## src/otmm_pkg.sv

```systemverilog
// ----------------------------------------------------------------------------
// otmm_pkg
// shared constants, types and helpers of the overlapping tile mosaic merge
// ----------------------------------------------------------------------------
package otmm_pkg;

    localparam int MAX_TILES_ACROSS = 4;
    localparam int MAX_TILES_DOWN   = 4;
    localparam int MAX_TILE_WIDTH   = 16;
    localparam int MAX_TILE_HEIGHT  = 16;

    localparam int STORE_DEPTH =
        MAX_TILES_ACROSS * MAX_TILES_DOWN * MAX_TILE_HEIGHT * MAX_TILE_WIDTH;
    localparam int ADDR_W = $clog2(STORE_DEPTH);

    localparam int CAP_ACROSS = (MAX_TILES_ACROSS < 4)  ? MAX_TILES_ACROSS : 4;
    localparam int CAP_DOWN   = (MAX_TILES_DOWN < 4)    ? MAX_TILES_DOWN   : 4;
    localparam int CAP_WIDTH  = (MAX_TILE_WIDTH < 16)   ? MAX_TILE_WIDTH   : 16;
    localparam int CAP_HEIGHT = (MAX_TILE_HEIGHT < 16)  ? MAX_TILE_HEIGHT  : 16;

    localparam int VALUE_W   = 32;
    localparam int ACC_W     = VALUE_W + 2;
    localparam int CFG_W     = 5;
    localparam int CFG_IDX_W = 3;

    localparam logic KIND_LOAD = 1'b0;
    localparam logic KIND_READ = 1'b1;

    typedef enum logic [CFG_IDX_W-1:0] {
        CFG_TILES_ACROSS = 3'd0,
        CFG_TILES_DOWN   = 3'd1,
        CFG_TILE_WIDTH   = 3'd2,
        CFG_TILE_HEIGHT  = 3'd3
    } t_cfg_idx;

    typedef struct packed {
        logic               kind;
        logic [1:0]         tile_col;
        logic [1:0]         tile_row;
        logic [3:0]         sample_col;
        logic [3:0]         sample_row;
        logic signed [31:0] sample_value;
        logic [5:0]         out_col;
        logic [5:0]         out_row;
    } t_in_word;

    typedef struct packed {
        logic signed [31:0] merged_value;
        logic [2:0]         contributors;
        logic               out_of_range;
    } t_out_word;

    // one or two (tile, sample) pairs along one axis
    typedef struct packed {
        logic       two;
        logic [1:0] t0;
        logic [3:0] s0;
        logic [1:0] t1;
        logic [3:0] s1;
    } t_axis;

    typedef enum logic [2:0] {
        ST_IDLE,
        ST_DECODE,
        ST_FETCH,
        ST_LAST,
        ST_DONE
    } t_state;

    typedef struct packed {
        logic capture;
        logic decode;
        logic wr_en;
        logic rd_issue;
        logic out_load;
    } t_cmd;

    typedef struct packed {
        logic dec_load;
        logic dec_oor;
        logic last_rd;
        logic out_full;
    } t_sts;

    function automatic logic [ADDR_W-1:0] store_addr(
        input logic [1:0] tc,
        input logic [1:0] tr,
        input logic [3:0] sc,
        input logic [3:0] sr
    );
        int idx;
        idx = ((int'(tr) * MAX_TILES_ACROSS + int'(tc)) * MAX_TILE_HEIGHT + int'(sr))
              * MAX_TILE_WIDTH + int'(sc);
        return ADDR_W'(idx);
    endfunction

endpackage

```

## src/otmm_ctrl.sv

```systemverilog
// ----------------------------------------------------------------------------
// otmm_ctrl
// sequencer: capture, decode, store fetch, result hand-off
// ----------------------------------------------------------------------------
module otmm_ctrl (
    input  logic          i_clk,
    input  logic          i_rst_n,
    input  logic          i_in_valid,
    output logic          o_in_ready,
    input  otmm_pkg::t_sts i_sts,
    output otmm_pkg::t_cmd o_cmd
);
    import otmm_pkg::*;

    t_state r_state;
    t_state n_state;

    always_ff @(posedge i_clk) begin
        if (!i_rst_n) begin
            r_state <= ST_IDLE;
        end else begin
            r_state <= n_state;
        end
    end

    always_comb begin
        n_state    = r_state;
        o_cmd      = '0;
        o_in_ready = 1'b0;
        case (r_state)
            ST_IDLE: begin
                o_in_ready = 1'b1;
                if (i_in_valid) begin
                    o_cmd.capture = 1'b1;
                    n_state       = ST_DECODE;
                end
            end
            ST_DECODE: begin
                o_cmd.decode = 1'b1;
                if (i_sts.dec_oor) begin
                    n_state = ST_DONE;
                end else if (i_sts.dec_load) begin
                    o_cmd.wr_en = 1'b1;
                    n_state     = ST_IDLE;
                end else begin
                    n_state = ST_FETCH;
                end
            end
            ST_FETCH: begin
                o_cmd.rd_issue = 1'b1;
                if (i_sts.last_rd) begin
                    n_state = ST_LAST;
                end
            end
            ST_LAST: begin
                n_state = ST_DONE;
            end
            ST_DONE: begin
                if (!i_sts.out_full) begin
                    o_cmd.out_load = 1'b1;
                    n_state        = ST_IDLE;
                end
            end
            default: begin
                n_state = ST_IDLE;
            end
        endcase
    end

endmodule

```

## config.mk

```make
export PLATFORM = sky130hd
export DESIGN_NAME = otmm_ctrl
export DESIGN_NICKNAME = d
export VERILOG_FILES = /design/src/otmm_pkg.sv /design/src/otmm_ctrl.sv
export SDC_FILE = /design/constraint.sdc
export NUM_CORES = 1
export LEC_CHECK = 0
export ABC_AREA = 0
export ABC_CLOCK_PERIOD_IN_PS = 3100
export BUFFER_PORTS_ARGS = -buffer_cell sky130_fd_sc_hd__buf_2
export CAP_MARGIN = 15
export CORE_AREA = 2 2 39 41
export CTS_CLUSTER_DIAMETER = 60
export DETAILED_ROUTE_END_ITERATION = 6
export DIE_AREA = 0 0 41 43
export GPL_ROUTABILITY_DRIVEN = 0
export PLACE_DENSITY_LB_ADDON = 0.05
export SLEW_MARGIN = 30
export SYNTH_ARGS = -nofsm -noshare
export SYNTH_HDL_FRONTEND = slang
export SYNTH_SLANG_ARGS = --single-unit
```

## constraint.sdc

```tcl
create_clock -name i_clk -period 3.1 [get_ports i_clk]
set_input_delay 0.31 -clock i_clk [delete_from_list [all_inputs] [get_ports i_clk]]
set_output_delay 0.31 -clock i_clk [all_outputs]
set_load 0.1 [all_outputs]
```

* Yosys cells after proc, flatten, opt, wreduce, memory -nomap -nowiden
Index checks and enable logic that the tools add are counted.
Word-level totals: register bits 3, latch bits 0, bits in writable memories 0, ROM bits 0, output and inout port bits 6, logic and storage cells 25, memories kept 0
Operators by class: add/sub/neg operators 0, multipliers 0, div/mod/pow operators 0, magnitude comparators 0, equality and inequality tests 7, shift-type cells 0, mux-type cells 15, bitwise operators 0, reductions and logical operators 2
Operator list (number):
- 3-bit one-hot mux with 5 select lines | 1
- 3-bit 2-to-1 mux | 4
- 1-bit 2-to-1 mux | 8
- 3-bit by 2-bit == test with 1-bit output, second input constant | 2
- 2-bit != test, second input constant | 3
- 2-bit 2-to-1 mux | 2
- 3-bit by 1-bit == test with 1-bit output, second input constant | 1
- 3-bit == test, second input constant | 1
- 3-bit logical NOT | 1
- 3-bit AND reduction | 1

* Logic depth before layout (Yosys ltp)
depth in word-level cells 3, gate-level depth with buffers 3

* Worst setup path after synthesis
Ideal clock, no wire load.
path kind flip-flop to output port, start point reg r_state[2], end point out o_cmd[2] (netlist name), data arrival time 3.652 ns, required time 2.790 ns, path slack -0.862 ns, stages on the path, launching flop included 3, path buffers 0, cell sequence dfxtp_1 > nand2b_1 > nor4b_1
RTL lines:
- from (decl) | RTL line otmm_ctrl.sv:15 | t_state r_state;
- from (signal assigned) | RTL line otmm_ctrl.sv:22 | r_state <= n_state;
- to (decl) | RTL line otmm_ctrl.sv:11 | output otmm_pkg::t_cmd o_cmd

==> impl_metrics.yaml <==
layout:
  reg_top3: "r_state: 3 flops"
  syn_to_final_growth_pct: 55.5
  top_register: "r_state"
  final_layout_size_suffix_gt1_share_pct: 52.8
  nNetsFinal: 44
  final_util_pct: 21.8
  largest_reg_flops: 3
  finalInstanceArea_um2: 302
  n_antenna_cell: 0
power_and_ir_drop:
  power.share.sequential_pct: 25.6
  vdd_drop_max_mv: 0.158
  clkPwrFrac_pct: 42.5
  leakage_nw: 0.131
  internal-power_w: 0.000101
  pwr-share-comb_pct: 32.0
  p_per_area_nw_per_um2: 582
  power_switching_share_pct: 42.3
  fin_total_pwr_w: 0.000176
  p_switching_w: 0.0000743
global_route:
  track_usage_pct: 6.71
  grt_pass1_wl_um: 765
  grt_overflow: 0
  grt_pass1_vias: 198
  antenna_found_initial: 0
  grt_max_degree: 11
sta:
  min_period_over_period_pct: 63.2
  setup_ws_ps: 1140
  period_minus_slack_ps: 1960
  drv_slew: 0
  setup_viol: 0
  slew_headroom_pct: 67.9
  max_freq_mhz: 511
  rsz0062_at_grt: "false"
  fin_setup_tns_ps: 0
  skew_ps: 2.84
  tightest_slew_ps: 485
  finalHoldViolCount: 0
routing:
  first_iter_violations: 1
  wl_um: 541
  routedWlPerCell_um: 10.4
  routed_via_density: 4.31
  drcViolationCount: 0
  antenna_left: 0
  wl_met2_um: 260
  wirelength_met1_um: 231
  top_layer: "met4"
  wl_met3_um: 28
  drt_pass1_iterations: 2
  vias: 224
synth:
  netlist_instances: 21
  syn_nets: 28
  ys_warn_count: 0
  syn_avg_cell_area_um2: 9.24
  yosysSeqAreaShare_pct: 31.0
  ys_ff_latch: 3
  synth.distinct_cells: 16
  syn_area_um2: 194
placement:
  port_buffers: 12
  place_ws_ps: 1430
  postPlaceCellArea_um2: 275
clock_tree:
  clk_path_buf_depth: 2
  clock_latency_ps: 240
  cts.htree.levels: 1
  path_clk_slew_ps: 40
  post-cts-setup-buffers: 0
  hold_buffers: 0
  cts_resized: 0
  cts-root-buf: "clkbuf_4"
  cts.sinks: 3
  cts_tree: "yes"
  cts_made_buffers: 3
worst_setup_path:
  end_kind: "primary output"
  crit_required_ps: 2790
  critPathKind: "register to primary output"
  arrival_ps: 1650
  path_max_fanout: 7
  cp-start-kind: "register"
die:
  die_w_um: 41
  dieArea_um2: 1760
  row_count: 14
  core_um2: 1380
  io_pins: 13
  start_util_pct: 14.0
  die_h_um: 43
hold_path:
  hold_class: "input port to register"
outcome:
  status: "finished clean"
job:
  max_cap_violations: 0
## path summary, 6_finish.rpt
| check | slack (ps) | depth (start not counted) | end | from |
|---|---|---|---|---|
| max | 1140 | 3 | o_cmd[0] | r_state[2] |
| min | 340 | 3 | r_state[2] | i_sts[0] |
| max reg2reg | 1870 | 2 | r_state[1] | r_state[1] |
| min reg2reg | 590 | 1 | r_state[1] | r_state[2] |
## placed cells by master, fill, tap and decap left out, types with 2 or more instances in the layout
cell type and n:
nor4b_2 2, dfxtp_1 3, buf_2 12, nor2_1 3, clkbuf_4 3
## routing by layer
layer,GRT usage (%),vias to the layer above
met4,8.00,0
met2,9.38,8
met3,1.57,2
li1,-,111
met1,7.03,103
met5,0,-
## cells in the mapped netlist
| cell type | n | area (µm²) |
|---|---|---|
| a211oi_2 | 1 | 12.5 |
| buf_6 | 1 | 11.3 |
| dfxtp_1 | 3 | 60.1 |
| inv_1 | 1 | 3.75 |
| mux2i_1 | 1 | 10.0 |
| nand2_1 | 1 | 3.75 |
| nand2b_1 | 1 | 6.26 |
| nor2_1 | 3 | 11.3 |
| nor3_1 | 1 | 5.00 |
| nor3b_1 | 1 | 7.51 |
| nor4_1 | 1 | 6.26 |
| nor4b_1 | 2 | 17.5 |
| o32ai_1 | 1 | 8.76 |
| or2b_1 | 1 | 7.51 |
| or3b_1 | 1 | 8.76 |
| or4b_4 | 1 | 13.8 |
## cells by family after synthesis
| family | share of synthesized area, % |
|---|---|
| buf+inv | 7.74 |
| simple gates | 45.2 |
| mux | 5.16 |
| flops | 31.0 |
| compound gates | 11.0 |
## power groups by stage
stage           clock, W  sequential, W  combinational [W]
4_1_cts        0.0000757      0.0000450          0.0000565
3_3_place_gp           0      0.0000457          0.0000565
3_5_place_dp           0      0.0000456          0.0000563
6_report       0.0000745      0.0000449          0.0000561
2_1_floorplan          0      0.0000437          0.0000477
5_1_grt        0.0000790      0.0000454          0.0000582
## metrics by stage
stage          std cells  hold slack [ps]
6_report              52              338
5_1_grt               52              352
4_1_cts               52              342
3_5_place_dp          48              567
3_3_place_gp          48              562
2_1_floorplan         21              453
## final cells by class
cell class	instances	area, µm²
multi-input combinational	16	131
timing repair buffer	12	60.1
tap	16	20.0
inverter	1	3.75
sequential	3	60.1
fill	162	1080
clock buffer	4	26.3
## worst max-delay path, stage by stage, from the launching register on
cell,delay (ps)
dfxtp_1,460
or3b_1,400
nor2_1,110
buf_2,440
No activity file was read; power rests on OpenSTA's default activity.
